**src/sv/pmr_pkg.sv**
```systemverilog
// shared constants, types and helpers for the ranged park-miller random source
`timescale 1ns / 1ps
`default_nettype none
package pmr_pkg;

	// generator word and range word widths
	localparam int STATE_W = 31;
	localparam int RANGE_W = 32;
	localparam int MULT_W  = 15;
	localparam int PROD_W  = STATE_W + MULT_W;

	// minimal standard multiplier and modulus
	localparam logic [MULT_W-1:0]  PM_MULT = 15'd16807;
	localparam logic [STATE_W-1:0] PM_MOD  = 31'h7FFF_FFFF;

	// configuration register indexes
	localparam int CFG_IDX_W = 2;
	localparam logic [CFG_IDX_W-1:0] REG_RANGE_FIRST  = 2'd0;
	localparam logic [CFG_IDX_W-1:0] REG_RANGE_SECOND = 2'd1;
	localparam logic [CFG_IDX_W-1:0] REG_SEED_VALUE   = 2'd2;

	// register reset values
	localparam logic [RANGE_W-1:0] RANGE_FIRST_RESET  = 32'd100;
	localparam logic [RANGE_W-1:0] RANGE_SECOND_RESET = 32'd0;
	localparam logic [STATE_W-1:0] SEED_RESET         = 31'd1;

	// default depth of the queue between front and back
	localparam int QUEUE_DEPTH = 2;

	// divider steps: one quotient bit of the state per cycle
	localparam int DIV_STEPS = STATE_W;
	localparam int DIV_CNT_W = $clog2(DIV_STEPS + 1);

	// range registers as seen by the back end
	typedef struct packed {
		logic [RANGE_W-1:0] range_first;
		logic [RANGE_W-1:0] range_second;
	} range_cfg_t;

	// a zero or all-ones seed would lock the generator, load 1 instead
	function automatic logic [STATE_W-1:0] seed_to_state(input logic [STATE_W-1:0] s);
		logic [STATE_W-1:0] r;
		r = s;
		if (s == '0 || s == PM_MOD) begin
			r = STATE_W'(1);
		end
		return r;
	endfunction

endpackage
`default_nettype wire

```
**src/sv/pmr_front.sv**
```systemverilog
// front end: config registers, request intake and generator step
`timescale 1ns / 1ps
`default_nettype none
module pmr_front (
	input  wire logic                              clk,
	input  wire logic                              arst_n,
	input  wire logic                              cfg_we,
	input  wire logic [pmr_pkg::CFG_IDX_W-1:0]     cfg_index,
	input  wire logic [pmr_pkg::RANGE_W-1:0]       cfg_data,
	input  wire logic                              in_valid,
	output logic                                   in_ready,
	input  wire logic                              request,
	output pmr_pkg::range_cfg_t                    range_cfg,
	output logic                                   push,
	output logic [pmr_pkg::STATE_W-1:0]            push_data,
	input  wire logic                              queue_full
);

	localparam int STATE_W = pmr_pkg::STATE_W;
	localparam int PROD_W  = pmr_pkg::PROD_W;

	logic [pmr_pkg::RANGE_W-1:0] range_first_q;
	logic [pmr_pkg::RANGE_W-1:0] range_second_q;
	logic [STATE_W-1:0]          lcg_state_q;
	logic                        valid_s1;
	logic [PROD_W-1:0]           prod_s1;
	logic [STATE_W:0]            fold_sum;
	logic [STATE_W-1:0]          next_state;
	logic                        take;

	// one step in flight at a time, the next one needs its new state
	assign in_ready = !valid_s1;
	assign take     = in_valid && in_ready && request;

	// fold the 46-bit product modulo 2^31-1: high part plus low part, one subtract
	always_comb begin
		fold_sum = {1'b0, prod_s1[STATE_W-1:0]} + (STATE_W+1)'(prod_s1[PROD_W-1:STATE_W]);
		if (fold_sum >= {1'b0, pmr_pkg::PM_MOD}) begin
			fold_sum = fold_sum - {1'b0, pmr_pkg::PM_MOD};
		end
		next_state = fold_sum[STATE_W-1:0];
	end

	assign push      = valid_s1 && !queue_full;
	assign push_data = next_state;

	// config registers and generator state
	always_ff @(posedge clk or negedge arst_n) begin
		if (!arst_n) begin
			range_first_q  <= pmr_pkg::RANGE_FIRST_RESET;
			range_second_q <= pmr_pkg::RANGE_SECOND_RESET;
			lcg_state_q    <= pmr_pkg::seed_to_state(pmr_pkg::SEED_RESET);
		end else begin
			if (push) begin
				lcg_state_q <= next_state;
			end
			if (cfg_we) begin
				case (cfg_index)
					pmr_pkg::REG_RANGE_FIRST:  range_first_q  <= cfg_data;
					pmr_pkg::REG_RANGE_SECOND: range_second_q <= cfg_data;
					pmr_pkg::REG_SEED_VALUE:   lcg_state_q    <=
						pmr_pkg::seed_to_state(cfg_data[STATE_W-1:0]);
					default: ;
				endcase
			end
		end
	end

	// multiply stage valid
	always_ff @(posedge clk or negedge arst_n) begin
		if (!arst_n) begin
			valid_s1 <= 1'b0;
		end else if (take) begin
			valid_s1 <= 1'b1;
		end else if (push) begin
			valid_s1 <= 1'b0;
		end
	end

	// multiply stage payload
	always_ff @(posedge clk) begin
		if (take) begin
			prod_s1 <= PROD_W'(pmr_pkg::PM_MULT) * PROD_W'(lcg_state_q);
		end
	end

	assign range_cfg.range_first  = range_first_q;
	assign range_cfg.range_second = range_second_q;

	// folded state never leaves the generator's cycle
	a_state_nonzero: assert property (@(posedge clk) disable iff (!arst_n)
		push |-> (next_state != '0 && next_state != pmr_pkg::PM_MOD))
		else $error("generator step left the valid state range");

endmodule
`default_nettype wire

```
**src/sv/pmr_queue.sv**
```systemverilog
// small fifo of generator states between front and back
`timescale 1ns / 1ps
`default_nettype none
module pmr_queue #(
	parameter int DEPTH = pmr_pkg::QUEUE_DEPTH
) (
	input  wire logic                           clk,
	input  wire logic                           arst_n,
	input  wire logic                           push,
	input  wire logic [pmr_pkg::STATE_W-1:0]    push_data,
	output logic                                full,
	input  wire logic                           pop,
	output logic [pmr_pkg::STATE_W-1:0]         pop_data,
	output logic                                empty
);

	localparam int PTR_W = (DEPTH > 1) ? $clog2(DEPTH) : 1;
	localparam int CNT_W = $clog2(DEPTH + 1);

	logic [pmr_pkg::STATE_W-1:0] entry_q [DEPTH];
	logic [PTR_W-1:0]            wr_ptr_q;
	logic [PTR_W-1:0]            rd_ptr_q;
	logic [CNT_W-1:0]            count_q;

	assign full     = (count_q == CNT_W'(DEPTH));
	assign empty    = (count_q == '0);
	assign pop_data = entry_q[rd_ptr_q];

	// pointers and fill count
	always_ff @(posedge clk or negedge arst_n) begin
		if (!arst_n) begin
			wr_ptr_q <= '0;
			rd_ptr_q <= '0;
			count_q  <= '0;
		end else begin
			if (push) begin
				wr_ptr_q <= (wr_ptr_q == PTR_W'(DEPTH - 1)) ? '0 : wr_ptr_q + PTR_W'(1);
			end
			if (pop) begin
				rd_ptr_q <= (rd_ptr_q == PTR_W'(DEPTH - 1)) ? '0 : rd_ptr_q + PTR_W'(1);
			end
			if (push && !pop) begin
				count_q <= count_q + CNT_W'(1);
			end else if (pop && !push) begin
				count_q <= count_q - CNT_W'(1);
			end
		end
	end

	// entry storage
	always_ff @(posedge clk) begin
		if (push) begin
			entry_q[wr_ptr_q] <= push_data;
		end
	end

	a_no_overflow: assert property (@(posedge clk) disable iff (!arst_n)
		(push && full) |-> 1'b0)
		else $error("queue written while full");

	a_no_underflow: assert property (@(posedge clk) disable iff (!arst_n)
		(pop && empty) |-> 1'b0)
		else $error("queue read while empty");

endmodule
`default_nettype wire

```
**src/sv/pmr_back.sv**
```systemverilog
// back end: range ordering, serial modulo and output register
`timescale 1ns / 1ps
`default_nettype none
module pmr_back (
	input  wire logic                           clk,
	input  wire logic                           arst_n,
	input  pmr_pkg::range_cfg_t                 range_cfg,
	input  wire logic                           queue_empty,
	input  wire logic [pmr_pkg::STATE_W-1:0]    queue_data,
	output logic                                pop,
	output logic                                out_valid,
	input  wire logic                           out_ready,
	output logic [pmr_pkg::RANGE_W-1:0]         number,
	output logic [pmr_pkg::STATE_W-1:0]         raw_state,
	output logic                                range_empty
);

	localparam int STATE_W = pmr_pkg::STATE_W;
	localparam int RANGE_W = pmr_pkg::RANGE_W;
	localparam int CNT_W   = pmr_pkg::DIV_CNT_W;

	logic                 busy_q;
	logic [CNT_W-1:0]     cnt_q;
	logic [STATE_W-1:0]   state_q;
	logic [STATE_W-1:0]   dividend_q;
	logic [RANGE_W-1:0]   rem_q;
	logic [RANGE_W-1:0]   width_q;
	logic [RANGE_W-1:0]   lo_q;
	logic                 empty_q;
	logic                 out_valid_q;
	logic [RANGE_W-1:0]   lo_c;
	logic [RANGE_W-1:0]   hi_c;
	logic [RANGE_W:0]     trial;
	logic [RANGE_W-1:0]   rem_next;
	logic                 finish;

	// order the range ends
	always_comb begin
		if (range_cfg.range_first > range_cfg.range_second) begin
			hi_c = range_cfg.range_first;
			lo_c = range_cfg.range_second;
		end else begin
			hi_c = range_cfg.range_second;
			lo_c = range_cfg.range_first;
		end
	end

	// one restoring division step
	always_comb begin
		trial = {rem_q, dividend_q[STATE_W-1]};
		if (trial >= {1'b0, width_q}) begin
			trial = trial - {1'b0, width_q};
		end
		rem_next = trial[RANGE_W-1:0];
	end

	assign finish = busy_q && (cnt_q == '0) && (!out_valid_q || out_ready);
	assign pop    = !queue_empty && (!busy_q || finish);

	// divider control
	always_ff @(posedge clk or negedge arst_n) begin
		if (!arst_n) begin
			busy_q <= 1'b0;
			cnt_q  <= '0;
		end else if (pop) begin
			busy_q <= 1'b1;
			cnt_q  <= CNT_W'(pmr_pkg::DIV_STEPS);
		end else if (finish) begin
			busy_q <= 1'b0;
		end else if (busy_q && cnt_q != '0) begin
			cnt_q <= cnt_q - CNT_W'(1);
		end
	end

	// divider datapath
	always_ff @(posedge clk) begin
		if (pop) begin
			state_q    <= queue_data;
			dividend_q <= queue_data;
			rem_q      <= '0;
			width_q    <= hi_c - lo_c;
			lo_q       <= lo_c;
			empty_q    <= (hi_c == lo_c);
		end else if (busy_q && cnt_q != '0) begin
			dividend_q <= {dividend_q[STATE_W-2:0], 1'b0};
			rem_q      <= rem_next;
		end
	end

	// output register valid
	always_ff @(posedge clk or negedge arst_n) begin
		if (!arst_n) begin
			out_valid_q <= 1'b0;
		end else if (finish) begin
			out_valid_q <= 1'b1;
		end else if (out_ready) begin
			out_valid_q <= 1'b0;
		end
	end

	// output register payload
	always_ff @(posedge clk) begin
		if (finish) begin
			number      <= empty_q ? lo_q : lo_q + rem_q;
			raw_state   <= state_q;
			range_empty <= empty_q;
		end
	end

	assign out_valid = out_valid_q;

	a_rem_below_width: assert property (@(posedge clk) disable iff (!arst_n)
		(finish && !empty_q) |-> (rem_q < width_q))
		else $error("remainder not below range width");

	a_empty_flag: assert property (@(posedge clk) disable iff (!arst_n)
		finish |-> (empty_q == (width_q == '0)))
		else $error("empty flag disagrees with range width");

endmodule
`default_nettype wire

```
**src/sv/park_miller_ranged_random.sv**
```systemverilog
// top level: ranged park-miller random source
// path from request transfer to result valid: multiply register, queue write, divider load,
// 31 divide steps and output register; a full queue or a held output can stall this path
// the result rate is set by the 31-step one-bit-per-cycle modulo unit, which divides one state at a time
// the multiply and fold front end overlaps the divide through a short state queue
// reset: range ends 100 and 0, generator state 1, queue and output register empty
`timescale 1ns / 1ps
`default_nettype none
module park_miller_ranged_random #(
	parameter int QUEUE_DEPTH = pmr_pkg::QUEUE_DEPTH
) (
	input  wire logic                           clk,
	input  wire logic                           arst_n,
	input  wire logic                           cfg_we,
	input  wire logic [pmr_pkg::CFG_IDX_W-1:0]  cfg_index,
	input  wire logic [pmr_pkg::RANGE_W-1:0]    cfg_data,
	input  wire logic                           in_valid,
	output logic                                in_ready,
	input  wire logic                           request,
	output logic                                out_valid,
	input  wire logic                           out_ready,
	output logic [pmr_pkg::RANGE_W-1:0]         number,
	output logic [pmr_pkg::STATE_W-1:0]         raw_state,
	output logic                                range_empty
);

	pmr_pkg::range_cfg_t          range_cfg;
	logic                         push;
	logic [pmr_pkg::STATE_W-1:0]  push_data;
	logic                         queue_full;
	logic                         pop;
	logic [pmr_pkg::STATE_W-1:0]  pop_data;
	logic                         queue_empty;

	// intake and generator step
	pmr_front u_front (
		.clk        (clk),
		.arst_n     (arst_n),
		.cfg_we     (cfg_we),
		.cfg_index  (cfg_index),
		.cfg_data   (cfg_data),
		.in_valid   (in_valid),
		.in_ready   (in_ready),
		.request    (request),
		.range_cfg  (range_cfg),
		.push       (push),
		.push_data  (push_data),
		.queue_full (queue_full)
	);

	// decoupling queue
	pmr_queue #(
		.DEPTH (QUEUE_DEPTH)
	) u_queue (
		.clk       (clk),
		.arst_n    (arst_n),
		.push      (push),
		.push_data (push_data),
		.full      (queue_full),
		.pop       (pop),
		.pop_data  (pop_data),
		.empty     (queue_empty)
	);

	// modulo and output
	pmr_back u_back (
		.clk         (clk),
		.arst_n      (arst_n),
		.range_cfg   (range_cfg),
		.queue_empty (queue_empty),
		.queue_data  (pop_data),
		.pop         (pop),
		.out_valid   (out_valid),
		.out_ready   (out_ready),
		.number      (number),
		.raw_state   (raw_state),
		.range_empty (range_empty)
	);

endmodule
`default_nettype wire
```
**config.mk**
```make
export PLATFORM = sky130hd
export DESIGN_NAME = park_miller_ranged_random
export DESIGN_NICKNAME = d
export VERILOG_FILES = /design/src/sv/pmr_pkg.sv /design/src/sv/pmr_front.sv /design/src/sv/pmr_queue.sv /design/src/sv/pmr_back.sv /design/src/sv/park_miller_ranged_random.sv
export SDC_FILE = /design/constraint.sdc
export NUM_CORES = 1
export LEC_CHECK = 0
export BUFFER_PORTS_ARGS = -buffer_cell sky130_fd_sc_hd__buf_4
export CAP_MARGIN = 20
export CORE_UTILIZATION = 47
export CTS_BUF_LIST = sky130_fd_sc_hd__clkbuf_8 sky130_fd_sc_hd__clkbuf_16
export DETAILED_ROUTE_END_ITERATION = 7
export MAX_ROUTING_LAYER = met4
export PLACE_DENSITY = 0.67
export SLEW_MARGIN = 5
export SYNTH_ARGS = -nofsm -noshare
export SYNTH_HDL_FRONTEND = slang
export SYNTH_SLANG_ARGS = --single-unit
```
**constraint.sdc**
```tcl
create_clock -name clk -period 16.1 [get_ports clk]
set_clock_uncertainty 0.1 [all_clocks]
set_input_delay 3.22 -clock clk [delete_from_list [all_inputs] [get_ports clk]]
set_output_delay 3.22 -clock clk [all_outputs]
set_load 0.02 [all_outputs]
```
==> results of run 1 <==
==> cell families (layout without fill, tap and decap cells) <==
logic type                 count (synthesis)  after routing  synth area share (%)
DFF                                      438            438                  39.8
AOI/OAI and AO/OA                        652            652                  14.0
muxes                                    143            143                  5.13
and+or+nand+nor                          592            592                  9.36
xor gates and xnor gates                 163            163                  4.76
adders and majority gates                437            437                  21.0
buffers and inverters                    486            632                  6.02
==> metrics by stage <==
| stage | hold WS, ps | util, % | std cells |
|---|---|---|---|
| detailed placement | 305 | 50.5 | 3819 |
| CTS | 320 | 53.1 | 3912 |
| finish | 319 | 53.1 | 3912 |
| global placement | 305 | 50.5 | 3819 |
| global route | 328 | 53.1 | 3912 |
| floorplan | 300 | - | 2911 |
==> cell type report <==
| type | count | area (µm²) |
|---|---|---|
| Clock buffer | 50 | 1250 |
| Sequential cell | 438 | 12300 |
| Inverter | 411 | 1550 |
| Timing Repair Buffer | 128 | 961 |
| Tap cell | 855 | 1070 |
| Clock inverter | 43 | 468 |
| Fill cell | 5706 | 30300 |
| Multi-Input combinational cell | 1987 | 16800 |
==> worst reg2reg max path, stage by stage, from the launching register on <==
cell and delay (ps):
dfrtp_1 470, inv_1 160, fa_1 560, inv_1 40
ha_1 290, fa_1 520, inv_1 60, fa_1 500
inv_1 70, fa_1 530, inv_1 60, fa_1 550
inv_1 50, ha_1 360, a21o_1 190, a21o_1 180
a21o_1 170, a211o_1 280, a21oi_1 300, o22ai_1 240
a221o_1 410, a41o_1 310, a311o_1 370, a21oi_1 210
xnor2_1 90
==> flip-flops by register name, summed over array words and instances (netlist names), 32 cells and up <==
name                    cells
u_back.width_q             32
u_front.range_first_q      32
u_back.number              32
u_back.rem_q               32
u_queue.entry_q            62
u_front.range_second_q     32
u_front.prod_s1            46
u_back.lo_q                32
==> cells in the final DEF (no fill, tap or decap), types with 32 or more instances in the layout <==
cell type  synthesis  final
dfxtp_1           32     32
clkbuf_16          0     50
inv_1            408    416
nand3_1           39     39
nor2_1           114    110
dfrtp_1          103    103
edfxtp_1         299    299
o21ai_0          178    178
a21o_1            79     79
fa_1             136    136
buf_4              1    128
a21oi_1          149    149
ha_1             301    301
nand2_1          232    232
mux2_2           124    124
xor2_1            47     47
xnor2_1          110    110
==> worst max-delay path by stage <==
stage	from	end	slack (ps)	cells after the start
floorplan	out_ready	u_back.dividend_q[24]$_DFFE_PP_	8580	7
global placement	u_front.lcg_state_q[14]$_DFF_PN0_	u_front.prod_s1[43]$_DFFE_PP_	8880	24
detailed placement	u_front.lcg_state_q[14]$_DFF_PN0_	u_front.prod_s1[43]$_DFFE_PP_	8800	24
CTS	u_front.lcg_state_q[14]$_DFF_PN0_	u_front.prod_s1[43]$_DFFE_PP_	8770	24
global route	u_front.lcg_state_q[13]$_DFF_PN0_	u_front.prod_s1[43]$_DFFE_PP_	8460	24
finish	u_front.lcg_state_q[13]$_DFF_PN0_	u_front.prod_s1[43]$_DFFE_PP_	8790	24
==> routing by layer <==
metal	GRT usage (%)	up-vias	wire, µm
li1	-	10500	-
met1	31.6	10700	35100
met2	42.5	481	39900
met4	7.63	0	2470
met3	2.27	117	2680
met5	-	-	0
==> run summary, run 1 <==
Hold worst-path end = u_back.raw_state[26]$_DFFE_PP_
Die ar. = 66800 µm²
CTS tree = done
FF-to-FF End = u_front.prod_s1[43]$_DFFE_PP_
Post-Syn Area = 30900 µm²
Core Box Area = 64700 µm²
Final Cell Area = 34400 µm²
Flop-to-flop setup slack = 8790 ps
R2R depth = 24
Final WS setup = 8790 ps
Post-synth top area share = 29.0%
Port bufs = 105
RSZ-0062 raised after global routing = no
Avg Inst Size Synth = 10.6 µm²
Vias in the first global route = 22100
Crit-path max cell delay = 560 ps
Top Family by Delay on Critical Path = adder cells
Dpl ws = 8800 ps
DR DRC count = 0
Total wire length = 80200 µm
Root Buffer = clkbuf_16
DP Area = 32700 µm²
H-tree levels = 2
Worst Path Buf+Inv = 6
CP Max Fanout = 6
Top cell type by total area after synthesis = edfxtp_1
Cts bufs inserted = 50
DR vias = 21800
WL per Instance = 20.5 µm
Setup-failing EPs final = 0
Die width = 259 µm
Initial core utilization = 47.8%
Row count = 93
Slew Viols, Final = 0
Synth cell count leaders = 408 x inv_1, 301 x ha_1, 299 x edfxtp_1
Status = completed
Max-capacitance violation count = 0
Tightest Pin Transition = 1030 ps
First-pass GRT wire length = 126000 µm
Maximum clock frequency = 137 MHz
Setup Buffers After CTS = 0
Synth area leaders = edfxtp_1 29%, ha_1 12%, fa_1 8.8%
CP Capture Type = flop
Asr flop ratio synth = 24.4%
Critical path class = flop to flop
Final net count = 3493
Min-Delay Startpoint = u_back.state_q[26]$_DFFE_PP_
Post-DP HPWL = 63200 µm
Most frequent cell after synthesis = inv_1
Mapped Cells = 2911
Period utilization = 45.4%
P&R area growth vs syn = 11.2%
Final weighted congestion in routability-driven placement = 0.963
Distinct cells, synth = 108
#FFs+latches synth = 438
Post-synth EDFFs = 299
Required @ worst endpoint = 16350 ps
# clock sinks = 438
CTS clk-pin slew, worst paths = 60 ps
Most common cell on crit path = inv_1
Post-DR vias/cell = 5.58
Setup TNS = 0 ps
Largest net degree at the start of global routing = 68
Worst r2r src = u_front.lcg_state_q[13]$_DFF_PN0_
CP max-delay cell = fa_1
Syn Nets = 3388
Antenna violations before repair = 0
Crit-path cells = inv_1 -> fa_1 -> inv_1 -> ha_1 -> fa_1 -> inv_1 -> fa_1 -> inv_1 -> fa_1 -> inv_1 -> fa_1 -> inv_1 -> ha_1 -> a21o_1 -> a21o_1 -> a21o_1 -> a211o_1 -> a21oi_1 -> o22ai_1 -> a221o_1 -> a41o_1 -> a311o_1 -> a21oi_1 -> xnor2_1
CTS Buffer Depth = 3
DRT iter0 DRCs = 1594
Grt total ovfl = 0
Worst EP arrival = 7560 ps
Clock insertion delay at the later pin of the skew report = 620 ps
Drt first pass iters = 5
All-layer global routing usage = 25.0%
Die height = 259 µm
Worst rel slew slack = 31.3%
Post-CTS Resized = 0
Yosys warns = 0
N_diodes = 0
Min cycle time layout = 7310 ps
Final Hold Viols = 0
Post-route ant nets = 0
Primary FF master, synth = edfxtp_1
Worst Hold Depth = 0
Startpoint Class = flop
I/O pin cnt = 106
Layout cells sized above 1 = 13.1%
Register area share after synthesis = 39.8%
Hold Buf Count CTS = 0
HP Class = flop to flop
Power of run 1 is not shown: default switching activity piles up to over one toggle a cycle in this logic, so the estimate is an artifact.
==> run 2, diff against run 1 <==
--- a/config.mk
+++ b/config.mk
@@ -11,7 +11,7 @@
 export CTS_BUF_LIST = sky130_fd_sc_hd__clkbuf_8 sky130_fd_sc_hd__clkbuf_16
 export DETAILED_ROUTE_END_ITERATION = 7
 export MAX_ROUTING_LAYER = met4
-export PLACE_DENSITY = 0.67
+export PLACE_DENSITY = 0.7
 export SLEW_MARGIN = 5
 export SYNTH_ARGS = -nofsm -noshare
 export SYNTH_HDL_FRONTEND = slang
==> constraint.sdc (replaced) <==
create_clock -name clk -period 6.1 [get_ports clk]
set_clock_uncertainty 0.1 [all_clocks]
set_input_delay 1.22 -clock clk [delete_from_list [all_inputs] [get_ports clk]]
set_output_delay 1.22 -clock clk [all_outputs]
set_load 0.02 [all_outputs]
==> run 2 against run 1 <==
The flow now finishes with violations (negative setup slack). Wire length grew 1.9%. Core utilization rose by 1.9 points. Die area did not move. Critical path depth rose by 2. First-iteration DRC count down 1.8%. Worst setup slack lost 9000 ps. Fmax increased by 17%. Worst hold slack got worse by 8.9 ps. Via count increased by 2.6%. Critical path type unchanged.
==> run summary, run 2 (synthesis results as in run 1) <==
CP Capture Type = flop
DRT iter0 DRCs = 1565 (-1.8%)
Total wire length = 81700 µm (+1.9%)
Startpoint Class = flop
Drt first pass iters = 6 (+1)
WL per Instance = 20.2 µm (-1.2%)
R2R depth = 26 (+8.3%)
CP Depth = 26 (+8.3%)
Area of the multi-input gates = 17100 µm² (+2.1%)
Worst Hold Depth = 0 (unchanged)
Antenna violations before repair = 2 (+2)
Min cycle time layout = 6260 ps (-1050 ps)
CTS Buffer Depth = 3 (unchanged)
Die ar. = 66800 µm² (unchanged)
Slew Viols, Final = 0 (unchanged)
Max-capacitance violation count = 0 (unchanged)
Die height = 259 µm (unchanged)
Maximum clock frequency = 160 MHz (+17%)
CP max-delay cell = fa_1
Die width = 259 µm (unchanged)
Final WS setup = -160 ps (-8950 ps)
# clock sinks = 438 (unchanged)
Failing checks = negative setup slack
Commonest non-fill, non-tap cell in the layout = inv_1
Final Hold Viols = 0 (unchanged)
Reg with most FFs = u_queue.entry_q
DR vias = 22400 (+2.6%)
Worst EP arrival = 6500 ps (-1060 ps)
Port bufs = 105 (unchanged)
Root Buffer = clkbuf_16
Setup-failing EPs final = 4 (+4)
Cts bufs inserted = 49 (-2.0%)
RSZ-0062 raised after global routing = yes
Tightest Pin Transition = 1200 ps (+173 ps)
DR DRC count = 0 (unchanged)
Commonest non-fill, non-tap cells in the layout = 392 x inv_1, 299 x edfxtp_1, 286 x ha_1
CTS clk-pin slew, worst paths = 60 ps (about the same)
Largest registers = u_queue.entry_q: 62 flops, u_front.prod_s1: 46 flops
Grt total ovfl = 0 (unchanged)
Final weighted congestion in routability-driven placement = 0.965 (+0.22%)
H-tree levels = 2 (unchanged)
P&R area growth vs syn = 15.2%
First-pass GRT wire length = 128000 µm (+1.4%)
Worst Path Buf+Inv = 6 (unchanged)
Vias in the first global route = 22600 (+2.3%)
Status = finished, violations left
Post-DR vias/cell = 5.55 (-0.54%)
Setup TNS = -475 ps (-475 ps)
Period utilization = 103% (+57 points)
Worst rel slew slack = 19.3% (-12 points)
CTS tree = done
Fin util = 55.1% (+1.9 points)
Clock insertion delay at the later pin of the skew report = 610 ps (about the same)
HP Class = flop to flop
Top Family by Delay on Critical Path = adder cells
Initial core utilization = 47.8% (unchanged)
CP Max Fanout = 4 (-2)
Required @ worst endpoint = 6340 ps (-10010 ps)
Critical path class = flop to flop
Post-DP HPWL = 64900 µm (+2.6%)
I/O pin cnt = 106 (unchanged)
Filler cells = 5593 (-2.0%)
Crit-path max cell delay = 530 ps (-30 ps)
Largest net degree at the start of global routing = 69 (+1.5%)
Post-route ant nets = 0 (unchanged)
Layout cells sized above 1 = 18.5% (+5.4 points)
Row count = 93 (unchanged)
Core Box Area = 64700 µm² (unchanged)
Register area = 12300 µm² (unchanged)
Max reg flops = 62 (unchanged)
Final net count = 3615 (+3.5%)
All-layer global routing usage = 25.4% (+0.41 points)
==> run 2: what timing repair did <==
action | in CTS | in global routing
buffers inserted | 5 | 13
endpoints found under the setup margin | 13 | 17
hold buffers | 0 | 0
resized for setup | 19 | 46
gates cloned | 0 | 0
pin swaps | 10 | 47
==> run 2: layout make-up <==
type                            count  area share (%)
Clock buffer                       59            3.89
Tap cell                          855            3.00
Inverter                          411            4.34
Antenna cell                        3          0.0211
Multi-Input combinational cell   1987            48.1
Clock inverter                     33           0.741
Timing Repair Buffer              251            5.35
Sequential cell                   438            34.5
==> run 2: metrics by stage <==
| stage | worst slack, ps | hold WS (ps) | instances | instance area, µm² |
|---|---|---|---|---|
| 3_3_place_gp | -157 | 307 | 3925 | 33600 |
| 5_1_grt | -421 | 316 | 4036 | 35600 |
| 6_report | -160 | 310 | 4037 | 35600 |
| 3_5_place_dp | -234 | 305 | 3925 | 33600 |
| 4_1_cts | -163 | 313 | 4022 | 35300 |
| 2_1_floorplan | -35.6 | 300 | 2911 | 31000 |
==> run 2: final timing paths <==
kind                                                        end                         startpoint  slack (ps)
max                               u_front.prod_s1[39]$_DFFE_PP_  u_front.lcg_state_q[18]$_DFF_PN0_        -160
min                              u_back.raw_state[18]$_DFFE_PP_       u_back.state_q[18]$_DFFE_PP_         310
max reg2reg                       u_front.prod_s1[39]$_DFFE_PP_  u_front.lcg_state_q[18]$_DFF_PN0_        -160
min reg2reg                      u_back.raw_state[18]$_DFFE_PP_       u_back.state_q[18]$_DFFE_PP_         310
max in group asynchronous          u_back.out_valid$_DFFE_PN0P_                             arst_n        4090
min in group asynchronous  u_front.range_first_q[3]$_DFFE_PN0P_                             arst_n         630
==> run 2: metal layers <==
metal	track usage, %	wire, µm
met1	32.5	35700
met2	41.0	39100
met3	2.42	3100
met4	11.5	3740
met5	-	0
Power of run 2 is left out for the same reason.
